<file path="src/hdl/pfa_pkg.sv">
// shared constants, codes and control structs for the page frame allocator
// no dependencies; every other file imports this package
package pfa_pkg;

    localparam int NUM_FRAMES_DEF = 64;

    localparam int MODE_W    = 3;
    localparam int FRAME_W   = 6;
    localparam int OWNER_W   = 8;
    localparam int STAMP_W   = 32;
    localparam int RND_W     = 16;
    localparam int PAGES_W   = 7;
    localparam int CNT_OUT_W = 7;

    localparam logic [PAGES_W-1:0] PAGES_RST = 7'd64;

    typedef enum logic [MODE_W-1:0] {
        MODE_ALLOC     = 3'd0,
        MODE_FREE      = 3'd1,
        MODE_TEST      = 3'd2,
        MODE_EVICT_RND = 3'd3,
        MODE_EVICT_LRU = 3'd4,
        MODE_TOUCH     = 3'd5
    } t_mode;

    // sample strobe and accumulator clear for the scan unit
    typedef struct packed {
        logic clr;
        logic vld;
    } t_scan_ctl;

    // write strobes toward the owner and stamp stores
    typedef struct packed {
        logic stamp_we;
        logic owner_we;
    } t_store_wr;

endpackage

</file>
<file path="src/hdl/pfa_store.sv">
// per-frame owner and stamp stores, registered reads
// depends on pfa_pkg; stamp entries read as zero until first touched
module pfa_store import pfa_pkg::*; #(
    parameter int NUM_FRAMES = NUM_FRAMES_DEF
) (
    input  logic                              i_clk,
    input  logic                              i_rst_n,
    input  t_store_wr                         i_wr,
    input  logic [$clog2(NUM_FRAMES)-1:0]     i_stamp_waddr,
    input  logic [STAMP_W-1:0]                i_stamp_wdata,
    input  logic [$clog2(NUM_FRAMES)-1:0]     i_stamp_raddr,
    output logic [STAMP_W-1:0]                o_stamp_rdata,
    input  logic [$clog2(NUM_FRAMES)-1:0]     i_owner_waddr,
    input  logic [OWNER_W-1:0]                i_owner_wdata,
    input  logic [$clog2(NUM_FRAMES)-1:0]     i_owner_raddr,
    output logic [OWNER_W-1:0]                o_owner_rdata
);
    logic [STAMP_W-1:0]    r_stamp_mem [NUM_FRAMES];
    logic [OWNER_W-1:0]    r_owner_mem [NUM_FRAMES];
    logic [NUM_FRAMES-1:0] r_stamp_vld;
    logic [STAMP_W-1:0]    r_stamp_rd;
    logic                  r_stamp_rd_vld;
    logic [OWNER_W-1:0]    r_owner_rd;

    always_ff @(posedge i_clk) begin
        if (!i_rst_n) begin
            r_stamp_vld <= '0;
        end else if (i_wr.stamp_we) begin
            r_stamp_vld[i_stamp_waddr] <= 1'b1;
        end
    end

    always_ff @(posedge i_clk) begin
        if (i_wr.stamp_we) begin
            r_stamp_mem[i_stamp_waddr] <= i_stamp_wdata;
        end
        r_stamp_rd     <= r_stamp_mem[i_stamp_raddr];
        r_stamp_rd_vld <= r_stamp_vld[i_stamp_raddr];
    end

    always_ff @(posedge i_clk) begin
        if (i_wr.owner_we) begin
            r_owner_mem[i_owner_waddr] <= i_owner_wdata;
        end
        r_owner_rd <= r_owner_mem[i_owner_raddr];
    end

    assign o_stamp_rdata = r_stamp_rd_vld ? r_stamp_rd : '0;
    assign o_owner_rdata = r_owner_rd;

endmodule

</file>
<file path="config.mk">
export PLATFORM = sky130hd
export DESIGN_NAME = pfa_store
export DESIGN_NICKNAME = d
export VERILOG_FILES = /design/src/hdl/pfa_pkg.sv /design/src/hdl/pfa_store.sv
export SDC_FILE = /design/constraint.sdc
export NUM_CORES = 2
export LEC_CHECK = 0
export ABC_AREA = 1
export BUFFER_PORTS_ARGS = -buffer_cell sky130_fd_sc_hd__buf_2
export CORE_AREA = 5 5 559 561
export DETAILED_ROUTE_END_ITERATION = 8
export DIE_AREA = 0 0 564 566
export SLEW_MARGIN = 5
export SYNTH_ARGS = -nofsm -noshare
export SYNTH_HDL_FRONTEND = slang
export SYNTH_SLANG_ARGS = --single-unit
</file>
<file path="constraint.sdc">
create_clock -name i_clk -period 4.3 [get_ports i_clk]
set_input_delay 1.29 -clock i_clk [delete_from_list [all_inputs] [get_ports i_clk]]
set_output_delay 1.29 -clock i_clk [all_outputs]
set_load 0.01 [all_outputs]
</file>
# ---- Word level (Yosys, flattened, before mapping)
# Memories as Yosys holds them, arrays and structs flattened. A register that Yosys moved wholly into a read port is not among the register bits.
# Cells that the tools add are included.
# Widths: inputs -> output; s select.
dict set report totals {
  ff_bits 65
  ram_bits 2560
  in_bits 68
  out_inout_bits 40
  wordCells 18
  mem_count 2
}
dict set report op_classes {
  n_lt_le_gt_ge 3
  n_mux 9
  bitwise_logic 1
  reduce_logical 1
}
# memory depth width read_ports rd_clocked_by_memory_dff wr line
set mem_list {}
lappend mem_list {r_stamp_mem 64 32 1 1 1 pfa_store.sv:18} ;# logic [STAMP_W-1:0] r_stamp_mem [NUM_FRAMES];
lappend mem_list {r_owner_mem 64 8 1 1 1 pfa_store.sv:19} ;# logic [OWNER_W-1:0] r_owner_mem [NUM_FRAMES];
# cell count
set ops {}
lappend ops {{$or 64x64->64} 1}
lappend ops {{$mux 32} 1}
lappend ops {{$lt 6x7->1 const B} 2}
lappend ops {{$bmux 1 s6} 1}
lappend ops {{$demux 1 s6} 1}
lappend ops {{$ge 6x1->1 const B} 1}
lappend ops {{$mux 1} 6}
lappend ops {{$logic_and 1x1->1} 1}

# ---- Longest topological paths before layout
dict set report depth {
  ltp_word 5
  ltp_mapped 13
  mapped_depth_nobuf 9
}

# ---- Worst setup path after synthesis
# Ideal clock, no wire load.
dict set report synth_timing {
  path_type {in2reg}
  start {in i_wr[1] (netlist name)}
  end {mem r_stamp_mem[17][0] (enable)}
  setup_ns 0.422
  t_arrival_ns 3.201
  required_time_ns 3.878
  setup_slack_ns 0.676
  stages 4
  path_buffers 0
  cell_sequence {clkinv_1 -> nor2_1 -> nand2_1 -> nor2_1}
}
dict set report synth_between {
  elab_chain_len 2
}
# element line
set synth_rtl {}
lappend synth_rtl {{start: declaration} pfa_store.sv:8} ;# input t_store_wr i_wr,
lappend synth_rtl {{$mux 1} pfa_store.sv:34} ;# if (i_wr.stamp_we) begin
lappend synth_rtl {{$mux 1 (not written as such)} pfa_store.sv:35} ;# r_stamp_mem[i_stamp_waddr] <= i_stamp_wdata;
lappend synth_rtl {{end: declaration} pfa_store.sv:18}
# No other way between the ends.

# ---- Worst setup path in the final report
dict set report layout_timing {
  start {reg r_stamp_rd_vld}
  end {out o_stamp_rdata[29]}
}
dict set report layout_between {
  elab_chain_len 1
}
# element line
set layout_rtl {}
lappend layout_rtl {{start: declaration} pfa_store.sv:22} ;# logic r_stamp_rd_vld;
lappend layout_rtl {{start signal: assignment} pfa_store.sv:38} ;# r_stamp_rd_vld <= r_stamp_vld[i_stamp_raddr];
lappend layout_rtl {{$mux 32} pfa_store.sv:48} ;# assign o_stamp_rdata = r_stamp_rd_vld ? r_stamp_rd : '0;
lappend layout_rtl {{end: declaration} pfa_store.sv:12} ;# output logic [STAMP_W-1:0] o_stamp_rdata,
# No other way between the ends.

==> flow_summary.ini <==
[global_routing]
grtUsageTotal_pct = 19.4
grt-ovfl-total = 0
grt_pass1_wl_um = 467000
antenna_found_initial = 15
grt_start_max_net_pins = 184
grt_pass1_vias = 68700

[routing]
first_pass_iters = 6
vias = 72100
wire_per_inst_um = 23.8
drc_errors = 0
ant_nets = 0
via_per_inst = 5.33
drt_iter0_markers = 9099
wl_um = 321000

[logic_synthesis]
synth-seq-area-share_pct = 73.9
synth_top_cell_by_area = edfxtp_1
ys_types = 17
synth-seq-cells = 2665
synth_area_per_cell_um2 = 11.9
synth_area_leaders = edfxtp_1, nand3_1, nand2_1
syn_inst = 9010
synth-warning-count = 0
synth_top_area_share_pct = 72.0
netlist_area_um2 = 107000
synth_nets = 9078

[layout]
seq_area_um2 = 79000
utilization_pct = 40.0
multi_input_area_um2 = 24800
syn2layout_area_growth_pct = 15.0
drive_above_1_share_pct = 9.79
layout.cells.most_common = nand2_1
n_fill_cell = 28800
final_nets = 9236
layout_common_cells = nand2_1, edfxtp_1, nand3_1

[clock_network]
clk_latency_ns = 0.89
cts_hold_buffers = 0
cts-root-buf = clkbuf_16
cts_setup_buffers = 0
clk_pin_slew_worst_paths_ns = 0.06
post_cts_resized = 0
cts_tree = built
cts_buffer_depth = 4
cts_max_level = 5
cts_made_buffers = 287
clock-sinks = 2665

[power_and_ir_drop]
p_per_area_nw_per_um2 = 460
peakVddDrop_mv = 0.599
p_comb_share_pct = 6.5
p_leak_nw = 43.5
p_sw_mw = 13.0
p_int_mw = 43.4
pwr-share-clk_pct = 42.5
p_seq_share_pct = 51.0
swShare_pct = 23.1

[min_path]
min_path_type = flip-flop to flip-flop

[timing]
hold_ws_ns = 0.471
period_minus_slack_ns = 3.49
fin_crit_sh_pct = 81.3
max_freq_mhz = 286
relSlewSlack_pct = 16.3
worst_slew_pin_slew_ns = 1.25
drv_slew = 0
finalClockSkew_ns = 0.110
rsz0062_at_grt = no
setup_viol = 0
hold_viol = 0
setup_tns_ns = 0

[critical_path]
slowest_delay_ns = 0.66
crit_path_start_kind = flip-flop
worstPathCellList = nand2_1, inv_1, buf_2
crit_slowest_cell = dfxtp_2
crit_required_ns = 3.01
crit_arrival_ns = 2.20
crit_fanout = 11
setup.worst_path.end_class = output pin
worst-setup-path-type = flip-flop to output pin

[floorplanning]
die_width_um = 564
rows = 204
dieArea_um2 = 319000
ios = 108
start_util_pct = 34.8
fp.dieH_um = 566
coreArea_um2 = 307000

[job]
drv_cap = 0

[placement]
dpl.hpwl_um = 180000
portBuffers = 107
gp_congestion = 0.881

[outcome]
status = finished, final reports clean
==> cells by family after synthesis <==
family                 Yosys count  synth area share (%)
DFF                           2665                  73.9
and+or+nand+nor               5680                  22.8
buffers and inverters          665                  3.27
==> power groups by stage <==
stage | Clock [mW] | Combinational (mW) | Sequential, mW
after floorplan | 0 | 1.86 | 29.3
after global placement | 0 | 3.58 | 29.3
after detailed placement | 0 | 3.62 | 29.3
after CTS | 24.3 | 3.63 | 28.8
after global routing | 25.5 | 3.91 | 28.8
final | 24.0 | 3.65 | 28.8
==> cells in the mapped netlist <==
cell,instances
dfxtp_1,105
nand2_1,2988
buf_6,56
clkinv_1,2
buf_1,88
inv_1,80
clkbuf_1,106
nor3_1,11
nand4_1,8
buf_8,4
buf_2,281
edfxtp_1,2560
buf_4,43
inv_2,4
nor2_1,262
buf_12,1
nand3_1,2411
==> registers in the layout, summed over array words and instances, names as in the netlist <==
name / flops
r_owner_mem: 512
r_stamp_rd: 32
r_stamp_vld: 64
r_stamp_rd_vld: 1
r_stamp_mem: 2048
o_owner_rdata: 8
==> per-stage QoR <==
stage | power (mW) | setup WS, ns | cell area (µm²) | cells
floorplan | 31.1 | 0.676 | 107000 | 9010
global route | 58.2 | 0.730 | 123000 | 13500
detailed placement | 32.9 | 0.496 | 114000 | 13000
CTS | 56.8 | 0.696 | 123000 | 13500
global placement | 32.9 | 0.503 | 114000 | 13000
finish | 56.5 | 0.805 | 123000 | 13500
==> worst paths after layout <==
kind	startpoint	endpoint	slack, ns	cells after the start
max	r_stamp_rd_vld	o_stamp_rdata[29]	0.81	3
min	r_stamp_vld[14]	r_stamp_vld[14]	0.47	2
max reg2reg	r_stamp_mem[33][2]	r_stamp_rd[2]	2.51	8
min reg2reg	r_stamp_vld[14]	r_stamp_vld[14]	0.47	2
==> layout make-up <==
class	instances	area share [%]
clock inverters	138	1.08
diodes	8	0.0163
inverters	86	0.291
well taps	4120	4.20
clock buffers	369	6.29
flip-flops and latches	2665	64.3
multi-input cells	5680	20.2
repair buffers	448	3.62
==> worst max-delay path: cells and delay by family, from the launching register on <==
family,cells,cell delay (ns)
and+or+nand+nor,1,0.41
buffers and inverters,2,0.28
DFF,1,0.66
==> routing by layer <==
layer	global-route usage [%]	up-vias	wire length, µm
met5	0	-	57
met4	7.76	10	14100
met3	3.40	606	28800
met2	30.6	3618	149000
met1	26.6	35800	130000
li1	-	32100	-
Note: power is estimated with default switching activity, not from simulation.
