## src/hdl/pfa_pkg.sv

```systemverilog
// shared constants, codes and control structs for the page frame allocator
// no dependencies; every other file imports this package
package pfa_pkg;

    localparam int NUM_FRAMES_DEF = 64;

    localparam int MODE_W    = 3;
    localparam int FRAME_W   = 6;
    localparam int OWNER_W   = 8;
    localparam int STAMP_W   = 32;
    localparam int RND_W     = 16;
    localparam int PAGES_W   = 7;
    localparam int CNT_OUT_W = 7;

    localparam logic [PAGES_W-1:0] PAGES_RST = 7'd64;

    typedef enum logic [MODE_W-1:0] {
        MODE_ALLOC     = 3'd0,
        MODE_FREE      = 3'd1,
        MODE_TEST      = 3'd2,
        MODE_EVICT_RND = 3'd3,
        MODE_EVICT_LRU = 3'd4,
        MODE_TOUCH     = 3'd5
    } t_mode;

    // sample strobe and accumulator clear for the scan unit
    typedef struct packed {
        logic clr;
        logic vld;
    } t_scan_ctl;

    // write strobes toward the owner and stamp stores
    typedef struct packed {
        logic stamp_we;
        logic owner_we;
    } t_store_wr;

endpackage

```

## src/hdl/pfa_mod.sv

```systemverilog
// iterative remainder unit, one quotient bit per cycle (restoring)
// depends on pfa_pkg
module pfa_mod import pfa_pkg::*; #(
    parameter int NUM_FRAMES = NUM_FRAMES_DEF
) (
    input  logic                                  i_clk,
    input  logic                                  i_rst_n,
    input  logic                                  i_start,
    input  logic [RND_W-1:0]                      i_dividend,
    input  logic [$clog2(NUM_FRAMES+1)-1:0]       i_divisor,
    output logic                                  o_done,
    output logic [$clog2(NUM_FRAMES)-1:0]         o_rem
);
    localparam int FW = $clog2(NUM_FRAMES);
    localparam int CW = $clog2(NUM_FRAMES + 1);
    localparam int SW = $clog2(RND_W);

    logic          r_busy;
    logic [SW-1:0] r_step;
    logic [RND_W-1:0] r_dvd;
    logic [CW-1:0] r_dvs;
    logic [CW-1:0] r_rem;
    logic [CW:0]   rem_sh;
    logic [CW:0]   rem_sub;
    logic [CW-1:0] n_rem;

    assign rem_sh  = {r_rem, r_dvd[RND_W-1]};
    assign rem_sub = rem_sh - {1'b0, r_dvs};
    assign n_rem   = (rem_sh >= {1'b0, r_dvs}) ? rem_sub[CW-1:0] : rem_sh[CW-1:0];

    always_ff @(posedge i_clk) begin
        if (!i_rst_n) begin
            r_busy <= 1'b0;
            r_step <= '0;
        end else if (i_start) begin
            r_busy <= 1'b1;
            r_step <= SW'(RND_W - 1);
        end else if (r_busy) begin
            r_step <= r_step - SW'(1);
            if (r_step == '0) begin
                r_busy <= 1'b0;
            end
        end
    end

    always_ff @(posedge i_clk) begin
        if (i_start) begin
            r_dvd <= i_dividend;
            r_dvs <= i_divisor;
            r_rem <= '0;
        end else if (r_busy) begin
            r_dvd <= {r_dvd[RND_W-2:0], 1'b0};
            r_rem <= n_rem;
        end
    end

    assign o_done = !r_busy;
    assign o_rem  = r_rem[FW-1:0];

    // partial remainder stays below the divisor on every step
    a_rem_bound: assert property (@(posedge i_clk) disable iff (!i_rst_n)
        r_busy |-> (r_rem < r_dvs))
        else $error("remainder reached divisor");

endmodule

```

## config.mk

```make
export PLATFORM = sky130hd
export DESIGN_NAME = pfa_mod
export DESIGN_NICKNAME = d
export VERILOG_FILES = /design/src/hdl/pfa_pkg.sv /design/src/hdl/pfa_mod.sv
export SDC_FILE = /design/constraint.sdc
export NUM_CORES = 1
export LEC_CHECK = 0
export CAP_MARGIN = 40
export CORE_ASPECT_RATIO = 1.2
export CORE_UTILIZATION = 67
export CTS_CLUSTER_DIAMETER = 200
export CTS_CLUSTER_SIZE = 14
export DETAILED_ROUTE_END_ITERATION = 10
export DONT_BUFFER_PORTS = 1
export PLACE_DENSITY = 0.82
export SYNTH_ARGS = -nofsm -noshare
export SYNTH_HDL_FRONTEND = slang
export SYNTH_SLANG_ARGS = --single-unit
export TNS_END_PERCENT = 5
```

## constraint.sdc

```tcl
create_clock -name i_clk -period 4.65 [get_ports i_clk]
set_input_delay 0.465 -clock i_clk [delete_from_list [all_inputs] [get_ports i_clk]]
set_output_delay 0.465 -clock i_clk [all_outputs]
set_load 0.03 [all_outputs]
```

; ---- Yosys cells after proc, flatten, opt, wreduce, memory -nomap -nowiden
; Cells that the tools add are included.
[op_classes]
add_sub_neg = 2
n_lt_le_gt_ge = 1
n_mux = 8
n_reduce_logical = 3
[ops]
columns = cell, count
row1 = 16-bit two-way mux, 2
row2 = 8-bit by 7-bit >= comparator with 1-bit output, 1
row3 = 4-bit two-way mux, 2
row4 = 7-bit two-way mux, 1
row5 = 7-bit subtractor, 1
row6 = 4-bit logical NOT, 1
row7 = "4-bit by 1-bit subtractor with 4-bit output, second input constant", 1
row8 = 1-bit two-way mux, 3
row9 = 2-bit nonzero test, 1
row10 = 1-bit logical NOT, 1
[totals]
regBits = 35
out_inout_bits = 7

; ---- Longest topological paths before layout
[depth]
depth_word = 4
mapped_depth = 9
ltp_nobuf = 8

; ---- Worst setup path after synthesis
; OpenSTA, ideal clock, no wires.
[synth_path]
path_type = register to register
startpoint = reg r_dvd[15]
endpoint = reg r_rem[2]
setup_time_ns = 0.120
arrival_time_ns = 1.845
required_time_ns = 4.530
slack_ns = 2.685
path_stages_with_launch = 10
synth_period_minus_slack_ns = 1.965
path_cell_list = edfxtp_1 > inv_1 > ha_1 > inv_1 > fa_1 > a211oi_2 > or3_1 > buf_6 > a311oi_1 > a211o_1
[synth_between]
elab_chain_cells = 2
elab_cells_between_ends = 3
classes_between = 1 x add/sub / 1 x order compare / 1 x mux
[synth_rtl]
columns = item, line
row1 = start: declaration, pfa_mod.sv:20  ; logic [RND_W-1:0] r_dvd;
row2 = start signal: assignment, pfa_mod.sv:48  ; r_dvd <= i_dividend;
row3 = start signal: assignment, pfa_mod.sv:52  ; r_dvd <= {r_dvd[RND_W-2:0], 1'b0};
row4 = 7-bit subtractor or 8-bit by 7-bit >= comparator with 1-bit output (tied branches), "pfa_mod.sv:28, pfa_mod.sv:29"
row5 = 7-bit two-way mux *, pfa_mod.sv:29  ; assign n_rem = (rem_sh >= {1'b0, r_dvs}) ? rem_sub[CW-1:0] : rem_sh[CW-1:0];
row6 = end signal: assignment, pfa_mod.sv:53  ; r_rem <= n_rem;
row7 = end: declaration, pfa_mod.sv:22  ; logic [CW-1:0] r_rem;
; Every way passes the cells marked *; elsewhere a longest branch is shown, timed or not.
; A chain may end at the register's enable or synchronous reset.

; ---- Final worst setup path
[layout_path]
startpoint = reg r_rem[4]
endpoint = reg r_rem[0]
[layout_between]
elab_chain_cells = 2
[layout_rtl]
columns = item, line
row1 = 8-bit by 7-bit >= comparator with 1-bit output, pfa_mod.sv:29
row2 = 7-bit two-way mux, pfa_mod.sv:29
; Every way passes these cells.

==> impl_metrics.ini <==
[sta]
skew_ns = 0.0261
worst_pin_slew_ns = 0.782
rsz0062_at_grt = no
fmax_mhz = 439
finalHoldViolCount = 0
relSlewSlack_pct = 47.8
tns_ns = 0
period_share_pct = 49.0
finalSetupViolCount = 0
maxSlewViolCount = 0
period_minus_slack_ns = 2.28

[clock_tree]
postCtsSetupBuffers = 0
clock_latency_ns = 0.34
cts.repair.resized = 0
root_buffer = clkbuf_4
cts_buffers = 5
cts_tree = built
clock-sinks = 35
h-tree-depth = 2
clock_path_buffers = 2
hold_buffers = 0
clk_pin_slew_ns = 0.11

[setup_path]
path_cells = ha_1 -> a21o_1 -> a211oi_2 -> and3_4 -> a311oi_1
critical_path_class = flop to flop
worstPathArrival_ns = 2.46
startpoint_type = flop
crit_fanout = 9
cp_slowest_cell = dfxtp_1
worstSetupEndpointType = flop
path_delay_family = compound AO/OA/AOI/OAI gates
critPathBufInv = 0
worstPathRequired_ns = 4.83
cpPeakStageDelay_ns = 0.59

[yosys]
ys_seq_area_share_pct = 48.4
ys_ff_latch = 35
synthCells = 170
syn_area_sq_um = 1920
synthArstFlopShare_pct = 0
ys_top_cells_by_area = edfxtp_1, dfxtp_1, mux2_1
ys.flop_type = edfxtp_1
synth_top_area_share_pct = 35.9
ys_warn_count = 0
synth_top_cell_by_area = edfxtp_1
syn_nets = 205
avgSynthCellArea_sq_um = 11.3
synth_edf_count = 23
synth.distinct_cells = 47

[cells_and_area]
final-seq-area_sq_um = 931
final_common_cell = edfxtp_1
final_nets = 198
layout_common_cells = edfxtp_1, mux2_1, inv_1
areaGrowthSynthToFinish_pct = 0.781
fillers = 181
multi_input_area_sq_um = 848
utilization_pct = 73.7
final_layout_size_suffix_gt1_share_pct = 6.71
n_antenna_cell = 0

[die]
core_sq_um = 2630
dieWidth_um = 50.9
rows = 20
io_pins = 33
die_h_um = 60.7
dieArea_sq_um = 3090
start_util_pct = 73.1

[status]
status = finished clean

[detailed_routing]
vias_per_cell = 6.25
firstDrtPassIters = 4
wl_per_cell_um = 16.8
drt-total-wl_um = 3320
num_vias = 1231
ant_nets = 0
drcViolationCount = 0
drt_iter0_drc = 32

[global_routing]
met3_usage_pct = 6.27
busiest_layer = met2
grt_util_all_layers_pct = 23.8
grt_pass1_wl_um = 5200
overflow = 0
grt_max_degree = 43
first_global_vias = 1180
grt_use_met2_pct = 40.2
antenna_found_initial = 0
met1_usage_pct = 26.7

[power]
irDropWorstVdd_uv = 228
power_mw = 0.651
cellPowerDensity_nw_per_um2 = 336
p_leak_nw = 0.736

[job]
maxCapViolCount = 0

[hold_path]
holdCritPathClass = input port to flop

[place]
routabilityCongestion = 0.834
portBuffers = 0
hpwl_um = 2420
-- state kept, by name, summed over array words and instances, names as in the netlist --
register	count
r_dvd	16
r_dvs	7
r_rem	7
r_step	4
r_busy	1
-- path summary, 6_finish.rpt --
kind / start / to / slack [ns] / cells after the start
max reg2reg: r_rem[4] / r_rem[0] / 2.37 / 5
min: i_divisor[4] / r_dvs[4] / 0.21 / 0
max: r_rem[4] / r_rem[0] / 2.37 / 5
min reg2reg: r_dvd[9] / r_dvd[10] / 0.51 / 1
-- logic make-up after synthesis --
logic type                 synth area share, %
and+or+nand+nor                           12.0
AOI/OAI and AO/OA                         14.4
DFF                                       48.4
buffers and inverters                     7.42
muxes                                     8.79
adders and majority gates                 6.25
xor gates and xnor gates                  2.73
-- where the power goes --
part | switching (mW) | internal [mW] | leakage, nW | total, mW
logic | 0.0516 | 0.0461 | 0.372 | 0.0977
clock network | 0.0968 | 0.0732 | 0.0353 | 0.170
registers | 0.0213 | 0.362 | 0.329 | 0.383
total | 0.170 | 0.481 | 0.736 | 0.651
-- cells in the mapped netlist, drive strengths merged (2+ instances only) --
cell,count
ha,8
dfxtp,12
edfxtp,23
inv,15
nand2,8
o21bai,2
nor3,2
o31ai,2
a41oi,4
mux2,15
a311oi,4
or3b,2
clkbuf,6
or2,3
xor2,2
nor2,9
o21ai,4
xnor2,4
o21a,5
a211oi,3
nor2b,2
buf,8
a21oi,2
nor3b,6
-- through the flow --
step / hold WS, ns / setup WS [ns] / std cells / cell area [sq um]
5_1_grt: 0.188 / 2.21 / 197 / 1940
6_report: 0.208 / 2.37 / 197 / 1940
4_1_cts: 0.188 / 2.39 / 197 / 1940
3_3_place_gp: 0.512 / 2.45 / 189 / 1880
3_5_place_dp: 0.518 / 2.42 / 189 / 1880
2_1_floorplan: 0.501 / 2.68 / 170 / 1920
-- layer usage --
metal	wire (um)	share of wire, %	up-vias
li1	-	-	601
met1	1360	41	579
met2	1690	51	42
met3	178	5.4	9
met4	89	2.7	0
met5	0	0	-
-- final cells by class --
| class | instances | share of cell area (%) |
|---|---|---|
| flip-flops and latches | 35 | 48.1 |
| multi-input cells | 106 | 43.8 |
| inverters | 15 | 2.91 |
| clock buffers | 7 | 2.84 |
| well taps | 33 | 2.13 |
| clock inverters | 1 | 0.258 |
-- worst register-to-register path, delay by kind of cell (launching register included) --
family / cells / cell delay (ns)
compound gates: 3 / 0.82
simple gates: 1 / 0.33
flops: 1 / 0.59
fa+ha+maj: 1 / 0.38
No activity file was read; power rests on OpenSTA's default activity.
