## src/hdl/pfa_pkg.sv

```systemverilog
// shared constants, codes and control structs for the page frame allocator
// no dependencies; every other file imports this package
package pfa_pkg;

    localparam int NUM_FRAMES_DEF = 64;

    localparam int MODE_W    = 3;
    localparam int FRAME_W   = 6;
    localparam int OWNER_W   = 8;
    localparam int STAMP_W   = 32;
    localparam int RND_W     = 16;
    localparam int PAGES_W   = 7;
    localparam int CNT_OUT_W = 7;

    localparam logic [PAGES_W-1:0] PAGES_RST = 7'd64;

    typedef enum logic [MODE_W-1:0] {
        MODE_ALLOC     = 3'd0,
        MODE_FREE      = 3'd1,
        MODE_TEST      = 3'd2,
        MODE_EVICT_RND = 3'd3,
        MODE_EVICT_LRU = 3'd4,
        MODE_TOUCH     = 3'd5
    } t_mode;

    // sample strobe and accumulator clear for the scan unit
    typedef struct packed {
        logic clr;
        logic vld;
    } t_scan_ctl;

    // write strobes toward the owner and stamp stores
    typedef struct packed {
        logic stamp_we;
        logic owner_we;
    } t_store_wr;

endpackage

```

## src/hdl/pfa_scan.sv

```systemverilog
// shared scan unit: free count, first free frame and oldest stamp, one frame a cycle
// depends on pfa_pkg
module pfa_scan import pfa_pkg::*; #(
    parameter int NUM_FRAMES = NUM_FRAMES_DEF
) (
    input  logic                                i_clk,
    input  logic                                i_rst_n,
    input  t_scan_ctl                           i_ctl,
    input  logic [$clog2(NUM_FRAMES)-1:0]       i_idx,
    input  logic                                i_used,
    input  logic [STAMP_W-1:0]                  i_stamp,
    output logic [$clog2(NUM_FRAMES+1)-1:0]     o_free_cnt,
    output logic                                o_ff_vld,
    output logic [$clog2(NUM_FRAMES)-1:0]       o_ff_idx,
    output logic [$clog2(NUM_FRAMES)-1:0]       o_min_idx
);
    localparam int FW = $clog2(NUM_FRAMES);
    localparam int CW = $clog2(NUM_FRAMES + 1);

    logic [CW-1:0]      r_cnt;
    logic               r_ff_vld;
    logic [FW-1:0]      r_ff_idx;
    logic               r_min_vld;
    logic [STAMP_W-1:0] r_min_stamp;
    logic [FW-1:0]      r_min_idx;
    logic               take_min;

    // strict compare keeps the lowest index on equal stamps
    assign take_min = !r_min_vld || (i_stamp < r_min_stamp);

    always_ff @(posedge i_clk) begin
        if (!i_rst_n || i_ctl.clr) begin
            r_cnt     <= '0;
            r_ff_vld  <= 1'b0;
            r_min_vld <= 1'b0;
        end else if (i_ctl.vld) begin
            if (!i_used) begin
                r_cnt    <= r_cnt + CW'(1);
                r_ff_vld <= 1'b1;
            end
            r_min_vld <= 1'b1;
        end
    end

    always_ff @(posedge i_clk) begin
        if (i_ctl.vld) begin
            if (!i_used && !r_ff_vld) begin
                r_ff_idx <= i_idx;
            end
            if (take_min) begin
                r_min_stamp <= i_stamp;
                r_min_idx   <= i_idx;
            end
        end
    end

    assign o_free_cnt = r_cnt;
    assign o_ff_vld   = r_ff_vld;
    assign o_ff_idx   = r_ff_idx;
    assign o_min_idx  = r_min_idx;

    // a first free frame is known exactly when some free frame was counted
    a_ff_cnt: assert property (@(posedge i_clk) disable iff (!i_rst_n)
        r_ff_vld == (r_cnt != '0))
        else $error("first free flag disagrees with free count");

endmodule

```

## config.mk

```make
export PLATFORM = sky130hd
export DESIGN_NAME = pfa_scan
export DESIGN_NICKNAME = d
export VERILOG_FILES = /design/src/hdl/pfa_pkg.sv /design/src/hdl/pfa_scan.sv
export SDC_FILE = /design/constraint.sdc
export NUM_CORES = 1
export LEC_CHECK = 0
export ABC_CLOCK_PERIOD_IN_PS = 3870
export BUFFER_PORTS_ARGS = -buffer_cell sky130_fd_sc_hd__buf_4
export CORE_MARGIN = 4
export CORE_UTILIZATION = 47
export CTS_CLUSTER_DIAMETER = 30
export DETAILED_ROUTE_END_ITERATION = 6
export GPL_TIMING_DRIVEN = 0
export PLACE_DENSITY_LB_ADDON = 0.08
export REMOVE_ABC_BUFFERS = 1
export SLEW_MARGIN = 15
export SYNTH_ARGS = -nofsm -noshare
export SYNTH_HDL_FRONTEND = slang
export SYNTH_SLANG_ARGS = --single-unit
```

## constraint.sdc

```tcl
create_clock -name i_clk -period 3.87 [get_ports i_clk]
set_input_delay 0.1935 -clock i_clk [delete_from_list [all_inputs] [get_ports i_clk]]
set_output_delay 0.1935 -clock i_clk [all_outputs]
set_load 0.03 [all_outputs]
```

* After elaboration in Yosys (flattened, before gate mapping) *
Cells that the tools add are included.

storage, ports and cells
  logic and storage cells = 19
  input bits = 43
  output and inout bits = 20
  register bits after elaboration = 53

cells by class
  reductions and logical operators = 10
  bitwise gates (word level) = 1
  order comparisons = 1
  $add $sub $neg = 1

operator list
  operator                                                       number
  32-bit less-than comparator                                    1
  7-bit by 1-bit adder with 7-bit output, second input constant  1
  2-bit AND reduction                                            3
  1-bit zero test                                                4
  1-bit logical OR                                               2
  1-bit logical AND                                              1
  1-bit NOT                                                      1

* Logic depth before layout (Yosys ltp) *
Gate-level depths: netlist (run 1).

  word-level depth = 3
  depth in mapped cells = 7
  depth with buffers taken out = 7

* Worst setup path before layout (run 1) *
OpenSTA, ideal clock, no wires.

  kind = reg2reg
  from = reg r_min_stamp[11]
  to = reg r_min_idx[0], in the netlist o_min_idx[0], enable pin
  cell stages (with the launch flop) = 8
  clock period less this slack = 3.773 ns
  slack = 0.097 ns
  setup time = 0.456 ns
  arrival = 3.317 ns
  path through = edfxtp_1 inv_1 ha_1 a21oi_1 o21ai_0 a221oi_1 o21ai_1 a31oi_1

between the ends
  longest elaborated chain between the ends = 3

ends and longest elaborated chain
  item                           line            source
  start, declared                pfa_scan.sv:24  logic [STAMP_W-1:0] r_min_stamp;
  start signal, assigned         pfa_scan.sv:51  r_min_stamp <= i_stamp;
  32-bit less-than comparator    pfa_scan.sv:29  assign take_min = !r_min_vld || (i_stamp < r_min_stamp);
  1-bit logical OR               pfa_scan.sv:29
  2-bit AND reduction (no line)  --
  end signal, assigned           pfa_scan.sv:52  r_min_idx <= i_idx;
  end, declared                  pfa_scan.sv:25  logic [FW-1:0] r_min_idx;

No other way between the ends.
A chain may end at the register's enable or synchronous reset.

* Final worst setup path (run 1) *
  from = reg r_min_stamp[23]
  to = reg r_min_stamp[29], enable pin

between the ends
  longest elaborated chain between the ends = 3

ends and longest elaborated chain
  item                           line
  32-bit less-than comparator    pfa_scan.sv:29
  1-bit logical OR               pfa_scan.sv:29
  2-bit AND reduction (no line)  --

No other way between the ends.

==> results of run 1 <==
==> cells in the mapped netlist (all sizes together) (2+ instances only) <==
library cell | instances | area, sq um
a21oi | 15 | 75.1
a221oi | 3 | 26.3
and4 | 3 | 26.3
dfxtp | 9 | 180
edfxtp | 44 | 1320
ha | 32 | 400
inv | 33 | 124
nand2 | 13 | 48.8
nand2b | 2 | 12.5
nand3 | 4 | 20.0
nand4 | 4 | 40.0
nor2 | 10 | 37.5
nor3 | 2 | 10.0
nor4 | 2 | 12.5
o21ai | 6 | 30.0
xnor2 | 2 | 17.5
xor2 | 3 | 26.3
==> cell families (layout without fill, tap and decap cells) <==
family / count (synthesis) / after routing / synth area share, %
xor gates and xnor gates: 5 / 5 / 1.77
AOI/OAI and AO/OA: 28 / 28 / 6.67
buffers and inverters: 35 / 104 / 5.45
adders and majority gates: 32 / 32 / 16.2
DFF: 53 / 53 / 60.6
muxes: 1 / 1 / 0.404
and+or+nand+nor: 42 / 42 / 8.94
==> state kept, by name (all words and copies together) (netlist names) <==
signal / cells
o_ff_vld: 1
o_ff_idx: 6
o_free_cnt: 7
o_min_idx: 6
r_min_stamp: 32
r_min_vld: 1
==> worst register-to-register path, delay by kind of cell, from the launching register on <==
family	cells	cell delay, ns
AOI/OAI and AO/OA	5	1.35
DFF	1	0.37
buffers and inverters	2	0.32
adders and majority gates	1	0.23
==> final cells by class <==
class                   count  share of cell area [%]
clock buffers               8                    2.86
inverters                  33                    3.93
multi-input cells         108                    27.2
flip-flops and latches     53                    47.6
well taps                  70                    2.78
repair buffers             63                    15.6
==> how the worst min path moves through the flow <==
stage	end	slack, ns	cells after the start
after CTS	r_min_stamp[0]	0.06	1
after floorplan	o_ff_idx[0]	0.29	0
after detailed placement	r_min_stamp[0]	0.38	1
final	r_min_stamp[0]	0.07	1
after global placement	r_min_stamp[0]	0.38	1
after global routing	r_min_stamp[0]	0.05	1
==> power breakdown <==
group	total, mW	leakage [nW]	internal, mW	switching, mW
Combinational	0.168	0.885	0.0780	0.0895
Sequential	0.661	0.499	0.653	0.00750
Clock	0.313	0.0455	0.146	0.166
Total	1.14	1.43	0.877	0.263
==> per-layer routing <==
layer / global-route usage, % / routed length (um) / vias to the layer above
met4: 4.05 / 54 / 0
li1: - / - / 836
met3: 4.48 / 311 / 6
met5: 0 / 0 / -
met1: 17.9 / 1960 / 695
met2: 20.9 / 1810 / 48
==> impl_metrics.yaml, run 1 <==
status:
  outcome: "finished, final reports clean"
route:
  ant_nets: 0
  route.detailed.drc: 0
  wl_per_cell_um: 12.3
  drtIter0Drc: 54
  first_pass_iters: 4
  num_vias: 1585
  vias_per_cell: 4.73
  wl_um: 4130
placed_design:
  place_worst_setup_slack_ns: 1.26
  placed_cells: 327
  gp_congestion: 0.766
  dpl-instance-area_sq_um: 3060
  portBuffers: 62
  hpwlAfterDp_um: 3240
global_routing:
  grt_overflow: 0
  grt_pass1_vias: 1479
  grt_max_degree: 25
  antenna_found_initial: 0
  grt_pass1_wl_um: 6600
  track_usage_pct: 13.5
floorplan:
  die_x_um: 80.6
  io_pins: 63
  initial_core_util_pct: 48.5
  rows: 26
  coreArea_sq_um: 5110
  die_area_sq_um: 6500
  die_y_um: 80.6
yosys:
  async_flop_share_pct: 0
  synth_flop_cell: "edfxtp_1"
  syn_area_sq_um: 2480
  syn-instance-count: 196
  yosys_warnings: 0
  synth-edff-count: 44
  avgSynthCellArea_sq_um: 12.6
  ys_types: 28
  ys_ff_latch: 53
  ys_seq_area_share_pct: 60.6
setup_path:
  crit_buf_inv: 2
  cpLargestDelayFamily: "compound AO/OA/AOI/OAI gates"
  critPathLaunchType: "flop"
  cp_max_fo: 24
  r2r-end: "r_min_stamp[29]"
  rr_startpoint: "r_min_stamp[23]"
  cp_data_arrival_time_ns: 2.56
  end_kind: "flop"
  crit_cells: 8
  cp_cell_sequence: "inv_1 > ha_1 > a21oi_1 > o21ai_0 > a221oi_1 > o221ai_1 > a31oi_4 > buf_16"
  r2r_setup_slack_ns: 1.31
  crit_end: "r_min_stamp[29]"
  critPathLaunch: "r_min_stamp[23]"
  cp.required_ns: 3.87
  reg2reg_depth: 8
  cpMaxStageDelayCell: "a31oi_4"
  slowest_delay_ns: 0.56
  crit_type: "flop to flop"
cells_and_area:
  final_common_cell: "buf_4"
  fillers: 421
  syn_to_final_growth_pct: 27.2
  postLayoutCoreUtil_pct: 61.7
  final_cell_mix: "buf_4, edfxtp_1, inv_1"
  multi_input_area_sq_um: 856
  regArea_sq_um: 1500
  stdcell_area_sq_um: 3150
  drive_above_1_share_pct: 26.8
  stdcell_count: 335
  diodes: 0
  final_nets: 339
timing:
  setup_viol: 0
  timing.final.ws_setup_ns: 1.31
  holdWs_ns: 0.0730
  setup_tns_ns: 0
  finClkSkew_ns: 0.00942
  hold_viol: 0
  fin_crit_ns: 2.56
  fmax_ghz: 0.391
  rsz0062_at_grt: "false"
  maxSlewViolCount: 0
  worst_pin_slew_ns: 0.880
  period_share_pct: 66.0
  slew_headroom_pct: 40.9
pwr:
  ir_drop_mv: 0.164
  power_mw: 1.14
  p_per_area_nw_per_um2: 362
  power_leakage_nw: 1.43
clock_tree:
  cts_tree: "built"
  clk_pin_slew_ns: 0.09
  cts_resized: 0
  clk-insertion-delay-late_ns: 0.30
  cts_root_buffer: "clkbuf_8"
  cts_buffer_depth: 2
  cts_sinks: 53
  htreeDepth: 2
  post_cts_buffers: 0
  ctsHoldBuffers: 0
  cts_buffers: 5
min_path:
  hp-start: "i_stamp[0]"
  hold_class: "primary input to flop"
run:
  cap_violations: 0
Power figures use the tool's default switching activity.
==> run 2, diff against run 1 <==
--- a/config.mk
+++ b/config.mk
@@ -5,10 +5,10 @@
 export SDC_FILE = /design/constraint.sdc
 export NUM_CORES = 1
 export LEC_CHECK = 0
-export ABC_CLOCK_PERIOD_IN_PS = 3870
+export ABC_CLOCK_PERIOD_IN_PS = 2410
 export BUFFER_PORTS_ARGS = -buffer_cell sky130_fd_sc_hd__buf_4
 export CORE_MARGIN = 4
-export CORE_UTILIZATION = 47
+export CORE_UTILIZATION = 52
 export CTS_CLUSTER_DIAMETER = 30
 export DETAILED_ROUTE_END_ITERATION = 6
 export GPL_TIMING_DRIVEN = 0
==> constraint.sdc (replaced) <==
create_clock -name i_clk -period 2.41 [get_ports i_clk]
set_input_delay 0.1205 -clock i_clk [delete_from_list [all_inputs] [get_ports i_clk]]
set_output_delay 0.1205 -clock i_clk [all_outputs]
set_load 0.03 [all_outputs]
==> impl_metrics.yaml, run 2 (synthesis results as in run 1) <==
clock_tree:
  clk_pin_slew_ns: 0.09
  clk-insertion-delay-late_ns: 0.30
  cts_tree: "built"
  htreeDepth: 2
  cts_sinks: 53
  cts_root_buffer: "clkbuf_8"
  cts_buffer_depth: 2
  cts_buffers: 5
route:
  wl_per_cell_um: 13.4
  num_vias: 1685
  ant_nets: 0
  vias_per_cell: 4.88
  first_pass_iters: 4
  route.detailed.drc: 0
  drtIter0Drc: 47
  wl_um: 4630
min_path:
  hold_class: "primary input to flop"
cells_and_area:
  final_nets: 367
  stdcell_count: 345
  largest_reg_flops: 32
  diodes: 0
  drive_above_1_share_pct: 25.9
  max_flop_register: "r_min_stamp"
  syn_to_final_growth_pct: 40.3
  final_cell_mix: "buf_4, edfxtp_1, inv_1"
  final_common_cell: "buf_4"
pwr:
  p_per_area_nw_per_um2: 595
  power_leakage_nw: 1.57
  ir_drop_mv: 0.550
  power_mw: 2.07
global_routing:
  grt_max_degree: 23
  grt_pass1_wl_um: 7550
  use_met3_pct: 3.86
  busiest_layer: "met2"
  antenna_found_initial: 0
  gr-usage-met2_pct: 26.8
  grt_pass1_vias: 1630
  track_usage_pct: 15.8
  grt_overflow: 0
  use_met1_pct: 21.0
setup_path:
  crit_type: "primary input to flop"
  cp_max_fo: 22
  cp_data_arrival_time_ns: 2.40
  end_kind: "flop"
  cp.required_ns: 2.42
  critPathLaunchType: "primary input"
timing:
  maxSlewViolCount: 0
  setup_tns_ns: 0
  worst_pin_slew_ns: 0.845
  period_share_pct: 98.8
  timing.final.ws_setup_ns: 0.0284
  slew_headroom_pct: 43.2
  fin_crit_ns: 2.38
  hold_viol: 0
  finClkSkew_ns: 0.00948
  setup_viol: 0
  fmax_ghz: 0.420
floorplan:
  die_x_um: 77.0
  rows: 24
  io_pins: 63
  die_y_um: 77.0
  initial_core_util_pct: 55.4
  die_area_sq_um: 5930
  coreArea_sq_um: 4470
placed_design:
  hpwlAfterDp_um: 3380
  place_worst_setup_slack_ns: -0.219
  portBuffers: 62
  placed_cells: 309
  gp_congestion: 0.709
run:
  cap_violations: 0
status:
  outcome: "finished, final reports clean"
run 2: changes by cell type in the layout (fill, tap and decap cells not counted):
cell | before | now
dlygate4sd3_1 | 0 | 27
bufinv_16 | 0 | 2
clkbuf_1 | 2 | 0
buf_12 | 0 | 1
clkbuf_8 | 6 | 5
clkinv_2 | 0 | 1
nor4_1 | 2 | 1
nor4_2 | 0 | 1
o221ai_1 | 1 | 0
o221ai_2 | 0 | 1
run 2: cell type report:
type                       instances  area (sq um)
fill                             300           998
timing repair buffer              91           783
clock buffer                       5          68.8
inverter                          33           124
tap                               52          65.1
clock inverter                     3          65.1
multi-input combinational        108           868
sequential                        53          1500
run 2: path summary, 6_finish.rpt:
path / start / endpoint / slack [ns] / depth (start not counted)
setup / recovery: i_stamp[27] / r_min_stamp[25] / 0.03 / 8
hold / removal: i_stamp[12] / r_min_stamp[12] / 0.01 / 1
setup reg to reg: r_min_stamp[23] / r_min_stamp[25] / 0.13 / 8
hold reg to reg: o_free_cnt[6] / o_free_cnt[6] / 0.50 / 2
run 2: through the flow:
step           cell area (sq um)  hold WS, ns  utilization, %
2_1_floorplan               2470        0.219               -
3_3_place_gp                3000        0.306            67.0
3_5_place_dp                3040        0.308            67.9
4_1_cts                     3340     0.000591            74.7
5_1_grt                     3480     0.000693            77.7
6_report                    3480       0.0137            77.7
run 2: layer usage:
layer / up-vias / wire length [um]
met2: 35 / 2310
met1: 755 / 2050
met3: 2 / 243
met5: - / 0
li1: 893 / -
met4: 0 / 24
run 2: worst max-delay path, cell delays in order:
cell	delay, ns
dlygate4sd3_1	0.55
buf_4	0.15
ha_1	0.31
and4_1	0.20
a221oi_1	0.39
o221ai_2	0.18
a31oi_4	0.27
buf_16	0.21
run 2: power by group:
group | switching, mW | internal (mW) | total [mW]
Sequential | 0.0129 | 1.05 | 1.06
Combinational | 0.157 | 0.160 | 0.317
Clock | 0.278 | 0.412 | 0.690
run 2: what timing repair did:
item / 4_1_cts / 5_1_grt
buffers inserted: 1 / 0
pin swaps: 0 / 1
gates resized for setup: 0 / 2
setup endpoints to repair: 38 / 38
hold endpoints to repair: 20 / 13
hold buffers: 15 / 12
cloned: 0 / 0
==> run 3, diff against run 2 <==
--- a/config.mk
+++ b/config.mk
@@ -6,8 +6,8 @@
 export NUM_CORES = 1
 export LEC_CHECK = 0
 export ABC_CLOCK_PERIOD_IN_PS = 2410
-export BUFFER_PORTS_ARGS = -buffer_cell sky130_fd_sc_hd__buf_4
-export CORE_MARGIN = 4
+export BUFFER_PORTS_ARGS = -buffer_cell sky130_fd_sc_hd__buf_2
+export CORE_MARGIN = 2
 export CORE_UTILIZATION = 52
 export CTS_CLUSTER_DIAMETER = 30
 export DETAILED_ROUTE_END_ITERATION = 6
==> impl_metrics.yaml, run 3 (synthesis results as in run 1) <==
floorplan:
  io_pins: 63
  die_y_um: 73.0
  die_x_um: 73.0
  die_area_sq_um: 5330
  coreArea_sq_um: 4660
  rows: 25
  initial_core_util_pct: 53.2
cells_and_area:
  stdcell_count: 332
  postLayoutCoreUtil_pct: 67.8
  final_common_cell: "buf_2"
  max_flop_register: "r_min_stamp"
  drive_above_1_share_pct: 27.3
  stdcell_area_sq_um: 3160
  diodes: 0
  syn_to_final_growth_pct: 27.5
  final_nets: 353
  final_cell_mix: "buf_2, edfxtp_1, inv_1"
  largest_reg_flops: 32
setup_path:
  rr_startpoint: "r_min_stamp[23]"
  crit_buf_inv: 4
  cp.required_ns: 2.43
  critPathLaunch: "i_stamp[11]"
  cp_max_fo: 13
  cp_data_arrival_time_ns: 2.33
  critPathMostFrequentCell: "o21ai_1"
  cpLargestDelayFamily: "buffers and inverters"
  end_kind: "flop"
  critPathLaunchType: "primary input"
  cp_cell_sequence: "dlygate4sd3_1 > buf_2 > ha_1 > a21oi_1 > o21ai_1 > a221oi_1 > o21ai_1 > a31oi_4 > clkbuf_16 > buf_12"
  cpMaxStageDelayCell: "dlygate4sd3_1"
  slowest_delay_ns: 0.53
  crit_type: "primary input to flop"
global_routing:
  grt_pass1_wl_um: 6480
  track_usage_pct: 16.1
  antenna_found_initial: 0
  grt_pass1_vias: 1498
  grt_overflow: 0
  grt_max_degree: 17
timing:
  slew_headroom_pct: 39.4
  worst_pin_slew_ns: 0.902
  finClkSkew_ns: 0.00513
  timing.final.ws_setup_ns: 0.0922
  period_share_pct: 96.2
  holdWs_ns: 0.0118
  hold_viol: 0
  maxSlewViolCount: 0
  fin_crit_ns: 2.32
  setup_viol: 0
  setup_tns_ns: 0
  fmax_ghz: 0.431
route:
  drt-met1-wl_um: 1950
  drtIter0Drc: 54
  met2_length_um: 1750
  route.detailed.drc: 0
  first_pass_iters: 4
  num_vias: 1619
  ant_nets: 0
  wl_um: 3950
  top_layer: "met4"
  dr_wl_met3_um: 205
  vias_per_cell: 4.88
  wl_per_cell_um: 11.9
run:
  cap_violations: 0
status:
  outcome: "finished, final reports clean"
pwr:
  power_leakage_nw: 1.46
  ir_drop_mv: 0.337
  power_mw: 1.80
  p_per_area_nw_per_um2: 569
placed_design:
  hpwlAfterDp_um: 3000
  portBuffers: 62
  place_worst_setup_slack_ns: -0.221
  gp_congestion: 0.685
  placed_cells: 312
  dpl-instance-area_sq_um: 2910
clock_tree:
  cts_sinks: 53
  clk_pin_slew_ns: 0.09
  cts_root_buffer: "clkbuf_8"
  cts_buffer_depth: 2
  cts_buffers: 5
  htreeDepth: 2
  cts_tree: "built"
  clk-insertion-delay-late_ns: 0.30
min_path:
  hp-start: "i_stamp[18]"
  hold_class: "primary input to flop"
-- run 3: what timing repair did --
| item | 4_1_cts | 5_1_grt |
|---|---|---|
| hold endpoints to repair | 11 | 3 |
| buffers inserted | 1 | 1 |
| endpoints found under the setup margin | 29 | 16 |
| gates cloned | 0 | 1 |
| resized for setup | 1 | 3 |
| pin swaps | 0 | 2 |
| hold buffers | 8 | 2 |
-- run 3: worst paths after layout --
kind | to | slack [ns] | depth (start not counted)
worst max register to register | r_min_stamp[20] | 0.12 | 9
worst min-delay path | r_min_stamp[18] | 0.01 | 1
worst min register to register | o_free_cnt[6] | 0.50 | 2
worst max-delay path | r_min_stamp[20] | 0.09 | 10
-- run 3: area by class of cell --
cell class	instances	area, sq um
Fill cell	354	1500
Sequential cell	53	1500
Clock inverter	2	11.3
Tap cell	54	67.6
Timing Repair Buffer	77	515
Inverter	33	124
Multi-Input combinational cell	108	871
Clock buffer	5	68.8
-- run 3: report_power, final --
group	switching (mW)	internal [mW]	total, mW
clock network	0.263	0.195	0.459
registers	0.0113	1.05	1.06
logic	0.151	0.128	0.278
total	0.425	1.37	1.80
-- run 3: metal layers --
layer	global-route usage, %	vias to the layer above
li1	-	861
met1	22.3	707
met2	24.2	45
met3	4.28	6
met4	6.17	0
met5	0	-
